**src/design/spr_pkg.sv**
```systemverilog
// Package for the serial port register model: beat structs, request and
// register codes, and the fixed constants of the register file.
// No dependencies; used by spr_core and serial_port_register_model_top.
`default_nettype none

package spr_pkg;

    // Request codes carried in req_type
    localparam logic [2:0] REQ_READ      = 3'd0;
    localparam logic [2:0] REQ_WRITE     = 3'd1;
    localparam logic [2:0] REQ_TICK      = 3'd2;
    localparam logic [2:0] REQ_DEV_READY = 3'd3;
    localparam logic [2:0] REQ_SOFT_RST  = 3'd4;

    // Register offsets
    localparam logic [2:0] REG_RBR = 3'd0;  // RBR/THR, DLL with DLAB
    localparam logic [2:0] REG_IER = 3'd1;  // IER, DLM with DLAB
    localparam logic [2:0] REG_IIR = 3'd2;
    localparam logic [2:0] REG_LCR = 3'd3;
    localparam logic [2:0] REG_MCR = 3'd4;
    localparam logic [2:0] REG_LSR = 3'd5;
    localparam logic [2:0] REG_MSR = 3'd6;
    localparam logic [2:0] REG_SCR = 3'd7;

    // Configuration register indexes
    localparam int unsigned CFG_IDX_W = 1;
    localparam logic [CFG_IDX_W-1:0] CFG_BYTE_TIME = 1'd0;
    localparam logic [CFG_IDX_W-1:0] CFG_TX_READY  = 1'd1;

    localparam int unsigned CFG_DATA_W  = 33;
    localparam int unsigned BYTE_TIME_W = 33;
    localparam int unsigned TIME_LEFT_W = 35;

    localparam logic [BYTE_TIME_W-1:0] BYTE_TIME_RST = 33'd10000000;
    localparam logic [16:0] BYTE_NS_UNIT = 17'd69376;

    // Register values
    localparam logic [7:0] IIR_NONE    = 8'h01;
    localparam logic [7:0] IIR_OVERRUN = 8'h60;
    localparam logic [7:0] IIR_RX_DATA = 8'h40;
    localparam logic [7:0] LSR_RST     = 8'h60;
    localparam logic [7:0] LSR_RD_MASK = 8'hDE;  // drops DR and THRE
    localparam logic [7:0] LSR_OE      = 8'h02;
    localparam logic [7:0] LSR_THRE    = 8'h20;
    localparam logic [7:0] LCR_DLAB    = 8'h80;
    localparam logic [7:0] RX_NO_BYTE  = 8'hFF;

    typedef struct packed {
        logic [2:0]  req_type;
        logic [2:0]  reg_addr;
        logic [7:0]  write_data;
        logic [23:0] elapsed_ns;
        logic        dev_has_byte;
        logic [7:0]  dev_byte;
    } t_spr_in;

    typedef struct packed {
        logic [7:0] read_data;
        logic       read_valid;
        logic       irq_pulse;
        logic       tx_valid;
        logic [7:0] tx_byte;
        logic       dev_polled;
    } t_spr_out;

    // Configuration write as seen by the core
    typedef struct packed {
        logic                  we;
        logic [CFG_IDX_W-1:0]  idx;
        logic [CFG_DATA_W-1:0] data;
    } t_spr_cfg;

endpackage

`default_nettype wire

```
**src/design/spr_core.sv**
```systemverilog
// Register file and receive pacer of the serial port model: register state is
// updated once per accepted request beat, with the result computed alongside;
// byte time and tx_ready also take configuration writes. Depends on spr_pkg.
`default_nettype none

module spr_core (
    input  wire logic             i_clk,
    input  wire logic             i_rst_n,
    input  wire logic             i_fire,
    input  wire spr_pkg::t_spr_in i_req,
    input  wire spr_pkg::t_spr_cfg i_cfg,
    output spr_pkg::t_spr_out     o_res
);

    localparam int unsigned TLW = spr_pkg::TIME_LEFT_W;
    localparam int unsigned BTW = spr_pkg::BYTE_TIME_W;
    // one extra bit so the tick subtraction cannot wrap
    localparam int unsigned TW  = TLW + 1;
    localparam logic signed [TW-1:0] TL_MIN = -(TW'(1) <<< (TLW - 1));

    logic [7:0]           r_ier, n_ier;
    logic [7:0]           r_iir, n_iir;
    logic [7:0]           r_lcr, n_lcr;
    logic [7:0]           r_mcr, n_mcr;
    logic [7:0]           r_lsr, n_lsr;
    logic [7:0]           r_msr, n_msr;
    logic [7:0]           r_scr, n_scr;
    logic [15:0]          r_div, n_div;
    logic [BTW-1:0]       r_byte_time, n_byte_time;
    logic signed [TLW-1:0] r_time_left, n_time_left;
    logic [7:0]           r_rx_data, n_rx_data;
    logic                 r_rx_full, n_rx_full;
    logic                 r_rx_active, n_rx_active;
    logic                 r_tx_ready;

    logic                 dlab;
    logic                 div_wr;
    logic [32:0]          div_prod;
    logic signed [TW-1:0] t_sub, t_sub_sat, t_add, t_add_sat;

    assign dlab = (r_lcr & spr_pkg::LCR_DLAB) != 8'h00;

    // Byte timer arithmetic for a tick
    always_comb begin
        t_sub     = TW'(r_time_left) - $signed({{(TW-24){1'b0}}, i_req.elapsed_ns});
        t_sub_sat = (t_sub < TL_MIN) ? TL_MIN : t_sub;
        t_add     = t_sub_sat + $signed({{(TW-BTW){1'b0}}, r_byte_time});
        t_add_sat = (t_add < TL_MIN) ? TL_MIN : t_add;
    end

    // Byte time from the divisor latch
    assign div_prod = spr_pkg::BYTE_NS_UNIT * n_div;

    // Next state and result
    always_comb begin
        n_ier       = r_ier;
        n_iir       = r_iir;
        n_lcr       = r_lcr;
        n_mcr       = r_mcr;
        n_lsr       = r_lsr;
        n_msr       = r_msr;
        n_scr       = r_scr;
        n_div       = r_div;
        n_time_left = r_time_left;
        n_rx_data   = r_rx_data;
        n_rx_full   = r_rx_full;
        n_rx_active = r_rx_active;
        div_wr      = 1'b0;
        o_res       = '0;

        case (i_req.req_type)
            spr_pkg::REQ_READ: begin
                o_res.read_valid = 1'b1;
                case (i_req.reg_addr)
                    spr_pkg::REG_RBR: begin
                        if (dlab) begin
                            o_res.read_data = r_div[7:0];
                        end else if (r_rx_full) begin
                            o_res.read_data = r_rx_data;
                            n_rx_full       = 1'b0;
                            n_iir           = spr_pkg::IIR_NONE;
                        end else begin
                            o_res.read_valid = 1'b0;
                        end
                    end
                    spr_pkg::REG_IER: o_res.read_data = dlab ? r_div[15:8] : r_ier;
                    spr_pkg::REG_IIR: o_res.read_data = {5'b0, r_iir[2:0]};
                    spr_pkg::REG_LCR: o_res.read_data = r_lcr;
                    spr_pkg::REG_MCR: o_res.read_data = r_mcr;
                    spr_pkg::REG_LSR: begin
                        o_res.read_data = (r_lsr & spr_pkg::LSR_RD_MASK)
                                        | {7'b0, r_rx_full}
                                        | (r_tx_ready ? spr_pkg::LSR_THRE : 8'h00);
                    end
                    spr_pkg::REG_MSR: begin
                        o_res.read_data = r_msr;
                        if (r_iir == 8'h00) begin
                            n_iir = spr_pkg::IIR_NONE;
                        end
                    end
                    default: o_res.read_data = r_scr;
                endcase
            end
            spr_pkg::REQ_WRITE: begin
                case (i_req.reg_addr)
                    spr_pkg::REG_RBR: begin
                        if (dlab) begin
                            n_div  = {r_div[15:8], i_req.write_data};
                            div_wr = 1'b1;
                        end else if (r_tx_ready) begin
                            n_iir          = spr_pkg::IIR_NONE;
                            o_res.tx_valid = 1'b1;
                            o_res.tx_byte  = i_req.write_data;
                        end
                    end
                    spr_pkg::REG_IER: begin
                        if (dlab) begin
                            n_div  = {i_req.write_data, r_div[7:0]};
                            div_wr = 1'b1;
                        end else begin
                            n_ier = i_req.write_data;
                        end
                    end
                    spr_pkg::REG_LCR: n_lcr = i_req.write_data;
                    spr_pkg::REG_MCR: n_mcr = i_req.write_data;
                    spr_pkg::REG_LSR: n_lsr = i_req.write_data;
                    spr_pkg::REG_MSR: n_msr = i_req.write_data;
                    spr_pkg::REG_SCR: n_scr = i_req.write_data;
                    default: ;  // IIR is read-only
                endcase
            end
            spr_pkg::REQ_TICK: begin
                if (r_rx_active) begin
                    n_time_left = t_sub_sat[TLW-1:0];
                    if (t_sub_sat < 0) begin
                        n_time_left      = t_add_sat[TLW-1:0];
                        o_res.dev_polled = 1'b1;
                        if (!i_req.dev_has_byte) begin
                            // device idle: reception stops
                            n_rx_data   = spr_pkg::RX_NO_BYTE;
                            n_rx_active = 1'b0;
                            n_time_left = '0;
                        end else begin
                            n_rx_data = i_req.dev_byte;
                            if (r_rx_full) begin
                                n_lsr = r_lsr | spr_pkg::LSR_OE;
                                n_iir = spr_pkg::IIR_OVERRUN;
                            end else begin
                                n_rx_full = 1'b1;
                                n_iir     = spr_pkg::IIR_RX_DATA;
                            end
                            o_res.irq_pulse = r_ier[0];
                        end
                    end
                end
            end
            spr_pkg::REQ_DEV_READY: begin
                n_rx_active = 1'b1;
                n_lsr       = 8'h00;
            end
            spr_pkg::REQ_SOFT_RST: begin
                n_ier = 8'h00;
                n_iir = spr_pkg::IIR_NONE;
                n_lcr = 8'h00;
                n_mcr = 8'h00;
                n_lsr = spr_pkg::LSR_RST;
                n_msr = 8'h00;
            end
            default: ;  // unused request codes do nothing
        endcase
    end

    // Byte time source: divisor write on a beat, else a config write
    always_comb begin
        n_byte_time = r_byte_time;
        if (i_fire && div_wr) begin
            n_byte_time = div_prod[BTW-1:0];
        end else if (i_cfg.we && i_cfg.idx == spr_pkg::CFG_BYTE_TIME) begin
            n_byte_time = i_cfg.data[BTW-1:0];
        end
    end

    // State registers
    always_ff @(posedge i_clk) begin
        if (!i_rst_n) begin
            r_ier       <= 8'h00;
            r_iir       <= spr_pkg::IIR_NONE;
            r_lcr       <= 8'h00;
            r_mcr       <= 8'h00;
            r_lsr       <= spr_pkg::LSR_RST;
            r_msr       <= 8'h00;
            r_scr       <= 8'h00;
            r_div       <= 16'h0000;
            r_byte_time <= spr_pkg::BYTE_TIME_RST;
            r_time_left <= '0;
            r_rx_data   <= 8'h00;
            r_rx_full   <= 1'b0;
            r_rx_active <= 1'b0;
            r_tx_ready  <= 1'b0;
        end else begin
            r_byte_time <= n_byte_time;
            if (i_cfg.we) begin
                case (i_cfg.idx)
                    spr_pkg::CFG_TX_READY: r_tx_ready <= i_cfg.data[0];
                    default: ;  // byte time is loaded above
                endcase
            end
            if (i_fire) begin
                r_ier       <= n_ier;
                r_iir       <= n_iir;
                r_lcr       <= n_lcr;
                r_mcr       <= n_mcr;
                r_lsr       <= n_lsr;
                r_msr       <= n_msr;
                r_scr       <= n_scr;
                r_div       <= n_div;
                r_time_left <= n_time_left;
                r_rx_data   <= n_rx_data;
                r_rx_full   <= n_rx_full;
                r_rx_active <= n_rx_active;
            end
        end
    end

endmodule

`default_nettype wire

```
**src/design/serial_port_register_model_top.sv**
```systemverilog
// Top level of the serial port register model: request/result channels
// with a registered result stage, plus the configuration write port.
// Depends on spr_pkg and spr_core.
//
// Usage:
//   Request beats (i_in_valid/o_in_ready, payload i_in) carry register
//   reads and writes, time ticks, device-ready events and soft resets.
//   Each request produces exactly one result beat (o_out_valid/
//   i_out_ready, payload o_out).
//   The result of an accepted beat is offered from the next cycle on.
//   Throughput is one beat per cycle while results are taken;
//   all register and timer updates are done in the cycle of acceptance.
//   When the receiver stalls, the result register holds its beat and
//   o_in_ready drops until the result is taken; a request is accepted in
//   the same cycle the held result leaves.
//   Reset (i_rst_n low at a clock edge) loads all registers to their
//   power-on values, the byte time to 10000000 ns and tx_ready to 0,
//   and empties the result stage. Configuration writes (i_cfg_we) take
//   effect at the edge where they are given.
`default_nettype none

module serial_port_register_model_top (
    input  wire logic                              i_clk,
    input  wire logic                              i_rst_n,
    input  wire logic                              i_in_valid,
    output logic                                   o_in_ready,
    input  wire spr_pkg::t_spr_in                  i_in,
    output logic                                   o_out_valid,
    input  wire logic                              i_out_ready,
    output spr_pkg::t_spr_out                      o_out,
    input  wire logic                              i_cfg_we,
    input  wire logic [spr_pkg::CFG_IDX_W-1:0]     i_cfg_idx,
    input  wire logic [spr_pkg::CFG_DATA_W-1:0]    i_cfg_data
);

    logic              fire;
    logic              r_out_valid;
    spr_pkg::t_spr_out r_out;
    spr_pkg::t_spr_out core_res;
    spr_pkg::t_spr_cfg cfg;

    // Result stage frees up when empty or being drained
    assign o_in_ready = !r_out_valid || i_out_ready;
    assign fire       = i_in_valid && o_in_ready;

    assign cfg.we   = i_cfg_we;
    assign cfg.idx  = i_cfg_idx;
    assign cfg.data = i_cfg_data;

    spr_core u_core (
        .i_clk   (i_clk),
        .i_rst_n (i_rst_n),
        .i_fire  (fire),
        .i_req   (i_in),
        .i_cfg   (cfg),
        .o_res   (core_res)
    );

    // Result register
    always_ff @(posedge i_clk) begin
        if (!i_rst_n) begin
            r_out_valid <= 1'b0;
        end else if (fire) begin
            r_out_valid <= 1'b1;
        end else if (i_out_ready) begin
            r_out_valid <= 1'b0;
        end
    end

    always_ff @(posedge i_clk) begin
        if (fire) begin
            r_out <= core_res;
        end
    end

    assign o_out_valid = r_out_valid;
    assign o_out       = r_out;

endmodule

`default_nettype wire
```
**config.mk**
```make
export PLATFORM = sky130hd
export DESIGN_NAME = serial_port_register_model_top
export DESIGN_NICKNAME = d
export VERILOG_FILES = /design/src/design/spr_pkg.sv /design/src/design/spr_core.sv /design/src/design/serial_port_register_model_top.sv
export SDC_FILE = /design/constraint.sdc
export NUM_CORES = 1
export LEC_CHECK = 0
export BUFFER_PORTS_ARGS = -buffer_cell sky130_fd_sc_hd__buf_2
export CAP_MARGIN = 20
export CORE_MARGIN = 1
export CORE_UTILIZATION = 50
export CTS_BUF_LIST = sky130_fd_sc_hd__clkbuf_8
export DETAILED_ROUTE_END_ITERATION = 7
export GPL_TIMING_DRIVEN = 1
export MAX_ROUTING_LAYER = met4
export PLACE_DENSITY = 0.71
export SYNTH_ARGS = -nofsm -noshare
export SYNTH_HDL_FRONTEND = slang
export SYNTH_SLANG_ARGS = --single-unit
```
**constraint.sdc**
```tcl
create_clock -name i_clk -period 5.4 [get_ports i_clk]
set_clock_uncertainty 0.1 [all_clocks]
set_input_delay 0.27 -clock i_clk [delete_from_list [all_inputs] [get_ports i_clk]]
set_output_delay 0.27 -clock i_clk [all_outputs]
set_load 0.01 [all_outputs]
```
==> metrics.txt, run 1 <==
status=complete, but fails checks; violated checks=design-rule violations, negative setup slack; Seq/Total Area, Yosys=0.259; GP Congestion=1.00; RR Endpoint=u_core.r_time_left[29]; fin worst setup slack=-0.0118 ns; crit-path max FO=6; drt initial violations=1429; Place WS=-0.320 ns; vias=14055; Worst EP required=5.69 ns; Slew headroom=0.234; Max Cap Viol=0; startpoint types=flip-flop; async set-reset flop share out of synthesis=0; largest net degree at the start of global routing=74; flip-flop and latch count after synthesis=165; EDFF count, synth=20; post-synthesis xor/xnor area fraction=0.0400; clock slew at reported path FFs=0.12 ns; WL/cell=18.7 um; Max Transition Viols Final=0; syn nets=1970; mux contribution to synthesized area=0.0302; Core Box Area=26300 sq um; area grow syn2layout=27.7%; setup TNS=-0.0141 ns; # H-tree levels=4; Endpoint, Worst Hold=u_core.r_byte_time[29]; layout cells sized above 1=0.243; GRT overflow=0; Top FF cell, synth=dfxtp_1; worst-case reg-to-reg path depth=26; Arrival @ worst endpoint=5.70 ns; reg-to-reg setup timing slack=-0.01 ns; Antenna Cells=0; Max clock buf depth=2; CTS tree=yes; Lkg Pwr=7.90 nW; CP endpoint kind=flip-flop; post-placement cell count=2281; Die Ht=167 um; drt first pass iters=8; Synth area leaders=dfxtp_1, ha_1, fa_1; Worst R2R Start=u_core.r_time_left[0]; Hold WC Path Type=in2reg; Post-Layout Cell Count=2370; post-route minimum period=5.41 ns; hold depth=5; post-synthesis cell type count=86; clock latency on the worst-skew pair=0.48 ns; worst min-delay path startpoint=i_cfg_data[29]; post-synthesis simple-gate area fraction=0.185; post-synthesis adder-cell area fraction=0.168; Ys Warns=0; Tcrit/Tclk final=1.00; Yosys top cell area share=0.214; hpwl dp=33.2 mm; drt drc=8; Starting Density=0.515; Compound-Gate Fraction of Synth Area=0.246; cell row count=59; Hold Slack=0.0306 ns; vias per cell=5.93; number of global-route vias before repair=13193; commonest non-fill, non-tap cell in the layout=buf_4; leading area contributor after synthesis=dfxtp_1; Die Width=167 um; Hold Fails Final Rpt=0; initial antenna violation count=0; mean area per synthesized cell=7.84 sq um; Post-Route WL=44.4 mm; post-layout net count=2265; Max Fclk=185 MHz; gr usage total=0.322; Crit Path Class=reg2reg; leading cell types in the layout, fill and taps excluded=buf_4, nor2_1, nand2_1, inv_1, dfxtp_1; Synth Instances=1727; Port Buf Inserts=107; Power per Cell Area=219 nW/um^2; CTS root buffer=clkbuf_8; synthesized cell area=13500 sq um; RSZ-0062 raised after global routing=yes; ANT nets after route=0; transition time of the tightest slew-check pin=1.14 ns; worst vdd ir=0.000142 V; clk sinks=165; global-route wire length before repair=69.3 mm; largest family of logic cells by synthesized area=compound AO/OA/AOI/OAI gates; DIE AREA=27800 sq um; number of buffers created by CTS=17; Final Setup Violations=2; boundary pin count=108
cell usage after synthesis (7+ instances only):
cell	instances
a211oi_1	33
a21o_1	29
a21oi_1	141
a221oi_1	9
a22oi_1	24
a311oi_1	27
a31oi_1	15
and2_1	19
and3_1	7
clkbuf_1	75
dfxtp_1	145
edfxtp_1	20
fa_1	42
ha_1	115
inv_1	149
mux2_2	7
mux2i_1	33
nand2_1	172
nand2b_1	16
nand3_1	44
nand4_1	7
nor2_1	195
nor2b_1	15
nor3_1	30
o211ai_1	24
o21a_1	13
o21ai_0	113
o21bai_1	7
o31ai_1	7
or3_1	9
xnor2_1	42
xor2_1	18
through the flow:
step	util	power, mW	cell area (sq um)
finish	0.658	3.78	17300
global route	0.658	3.99	17300
CTS	0.634	3.66	16700
detailed placement	0.599	2.67	15700
global placement	0.599	2.65	15700
floorplan	-	2.17	13700
kinds of logic after synthesis:
kind of cell	Yosys count
xor gates and xnor gates	61
AOI/OAI and AO/OA	509
buffers and inverters	243
adders and majority gates	157
muxes	40
and+or+nand+nor	552
DFF	165
what timing repair did:
action | in CTS | in global routing
setup endpoints to repair | 21 | 30
gates resized for setup | 25 | 92
buffers inserted | 12 | 16
endpoints found under the hold margin | 26 | 0
pin swaps | 8 | 49
hold buffers | 28 | 0
how the worst max path moves through the flow:
stage | startpoint | to | slack, ns | cells past startpoint
3_5_place_dp | i_in[9] | u_core.r_time_left[15] | -0.32 | 24
3_3_place_gp | i_in[9] | u_core.r_time_left[15] | -0.19 | 24
6_report | u_core.r_time_left[0] | u_core.r_time_left[29] | -0.01 | 26
4_1_cts | u_core.r_time_left[0] | u_core.r_time_left[29] | 0.005 | 26
5_1_grt | u_core.r_time_left[0] | u_core.r_time_left[1] | -0.19 | 26
2_1_floorplan | u_core.r_time_left[24] | u_core.r_time_left[15] | 0.002 | 24
final cells by class:
class,count,area [sq um]
clock inverter,15,179
fill,2223,8980
timing repair buffer,368,2660
sequential,165,3510
clock buffer,17,234
tap,335,419
multi-input combinational,1319,9720
inverter,151,571
registers in the layout, indices dropped and copies added (netlist names), 6 cells and up:
register	count
u_core.r_rx_data	8
o_out	20
u_core.r_lcr	8
u_core.r_div	16
u_core.r_byte_time	33
u_core.r_mcr	8
u_core.r_scr	8
u_core.r_time_left	35
u_core.r_ier	8
u_core.r_lsr	6
u_core.r_msr	8
power by group:
group	leakage (nW)	internal, mW	total (mW)	switching, mW
combinational	6.31	0.712	1.53	0.816
clock	0.206	0.358	0.948	0.591
sequential	1.38	1.27	1.31	0.0335
total	7.90	2.34	3.78	1.44
per-layer routing:
layer  vias to the layer above  track usage  part of all wire
li1                       6702            -                 -
met1                      6706        0.461              0.46
met2                       591        0.488              0.45
met3                        56       0.0266             0.074
met4                         0       0.0773             0.018
met5                         -            -                 0
worst max-delay path, stage by stage (launching register included):
cell and delay, ns:
dfxtp_2 0.33, inv_2 0.06, ha_4 0.14, inv_2 0.04
fa_2 0.34, a211oi_2 0.23, o211ai_1 0.21, a21oi_1 0.22
o21ai_2 0.09, a41oi_2 0.18, nor4_2 0.08, a21o_4 0.24
nor2_4 0.10, ha_4 0.16, inv_4 0.03, fa_2 0.35
nand2b_4 0.16, a21oi_4 0.15, o2111ai_4 0.14, a21oi_2 0.21
o31ai_2 0.10, o31a_1 0.32, o31a_1 0.32, o41a_4 0.49
buf_6 0.17, buf_6 0.11, a32o_1 0.20
Power figures use the tool's default switching activity.
==> run 2: changes to the inputs <==
Clock period 5.4 ns to 4.7 ns, I/O delays scaled along.
==> run 2 against run 1 <==
Core utilization increased by 7.0 points. Critical path depth increased by 14. Global-route usage increased by 3.1 points. First-iteration DRC count increased by 18%. Largest power group unchanged. The run still ends with design-rule violations, negative setup slack left. Routed wire length increased by 12%. Cell count increased by 6.6%. Fmax decreased by 0.76%. Power increased by 25%.
==> metrics.txt, run 2 (same netlist as run 1, synthesis figures left out) <==
Slew headroom=0.274; GP Congestion=1.03; Crit Path Class=reg2reg; largest reg by FF count=u_core.r_time_left; Design Area, Final=19100 sq um; vias=15250; startpoint types=flip-flop; drt drc=8; setup TNS=-19.64 ns; Core Box Area=26300 sq um; Place WS=-0.900 ns; clock power share=0.236; Arrival @ worst endpoint=5.75 ns; status=complete, but fails checks; clk sinks=165; Worst EP required=5.00 ns; crit-path max FO=2; Tcrit/Tclk final=1.16; post-route minimum period=5.45 ns; Hold Fails Final Rpt=0; Max Fclk=183 MHz; area grow syn2layout=41.3%; RSZ-0062 raised after global routing=yes; fin worst setup slack=-0.753 ns; Max clock buf depth=2; combinational power share=0.446; drt initial violations=1688; boundary pin count=108; hpwl dp=33.9 mm; Post-Route WL=49.6 mm; most frequent CP cell=buf_4; Hold WC Path Type=in2reg; number of global-route vias before repair=14427; Psw=1.83 mW; dpl cell area=16700 sq um; Power per Cell Area=247 nW/um^2; utilization after layout=0.728; Sw Share=0.388; worst vdd ir=0.000169 V; Die Width=167 um; global-route wire length before repair=75.4 mm; cell row count=59; Max Cap Viol=0; gr usage total=0.352; post-layout net count=2422; initial antenna violation count=0; GRT overflow=0; Pint=2.89 mW; leading cell types in the layout, fill and taps excluded=buf_4, nor2_1, nand2_1, dfxtp_1, inv_1; CTS root buffer=clkbuf_8; Lkg Pwr=8.75 nW; Antenna Cells=0; vias per cell=6.03; drt first pass iters=8; slowest cell delay on critical path=0.35 ns; Post-Layout Cell Count=2527; Port Buf Inserts=107; CTS tree=yes; commonest non-fill, non-tap cell in the layout=buf_4; ANT nets after route=0; Die Ht=167 um; # H-tree levels=4; CP endpoint kind=flip-flop; WL/cell=19.6 um; violated checks=design-rule violations, negative setup slack; post-placement cell count=2377; Flop pwr share=0.317; Starting Density=0.515; number of buffers created by CTS=17; transition time of the tightest slew-check pin=1.09 ns; clock latency on the worst-skew pair=0.48 ns; slowest cell on the critical path=dfxtp_2; DIE AREA=27800 sq um; Max Transition Viols Final=0; largest net degree at the start of global routing=66; clock slew at reported path FFs=0.11 ns; layout cells sized above 1=0.337; max reg flops=35; Final Setup Violations=42
==> run 2: changes by cell type in the layout (fill, tap and decap cells not counted), moves of 10 or more <==
| cell | delta |
|---|---|
| a21oi_1 | -19 |
| inv_2 | +12 |
| inv_1 | -11 |
| ha_1 | -12 |
| ha_4 | +10 |
| buf_4 | +136 |
| a21oi_2 | +13 |
| buf_6 | +17 |
==> run 2: routing by layer <==
metal  global-route usage  wire length, um
met1                0.472            20700
met2                0.538            22200
met3               0.0513             4870
met4                0.129             1820
met5                    -                0
==> run 2: critical path: cells and delay by family, from the launching register on <==
family / cells / cell delay [ns]
AOI/OAI and AO/OA: 1 / 0.16
buffers and inverters: 39 / 4.74
DFF: 1 / 0.35
==> run 2: layout make-up <==
class	instances	area, sq um
Multi-Input combinational cell	1320	10300
Fill cell	1926	7140
Timing Repair Buffer	524	3880
Sequential cell	165	3510
Inverter	151	568
Tap cell	335	419
Clock buffer	17	234
Clock inverter	15	195
==> run 2: final timing paths <==
| kind | from | cells after the start | to | slack [ns] |
|---|---|---|---|---|
| setup reg to reg | u_core.r_time_left[0] | 40 | u_core.r_time_left[0] | -0.75 |
| hold reg to reg | u_core.r_ier[6] | 2 | u_core.r_ier[6] | 0.36 |
| hold / removal | i_cfg_data[12] | 5 | u_core.r_byte_time[12] | 0.02 |
| setup / recovery | u_core.r_time_left[0] | 40 | u_core.r_time_left[0] | -0.75 |
==> run 2: power groups by stage <==
stage	clock, mW	sequential, mW	combinational [mW]
2_1_floorplan	0	1.52	1.03
3_3_place_gp	0	1.53	1.64
5_1_grt	1.17	1.50	2.26
4_1_cts	1.12	1.50	1.88
6_report	1.12	1.50	2.11
3_5_place_dp	0	1.53	1.67
==> run 2: metrics by stage <==
stage,hold WS [ns],power [mW]
4_1_cts,0.000391,4.50
6_report,0.0153,4.72
2_1_floorplan,0.264,2.55
5_1_grt,0.0246,4.94
3_5_place_dp,0.344,3.20
3_3_place_gp,0.338,3.16
==> run 2: what timing repair did <==
item	CTS	global route
setup endpoints to repair	43	47
hold buffers	32	0
resized for setup	118	98
buffers inserted	71	32
pin swaps	85	82
gates cloned	1	0
hold endpoints to repair	29	0
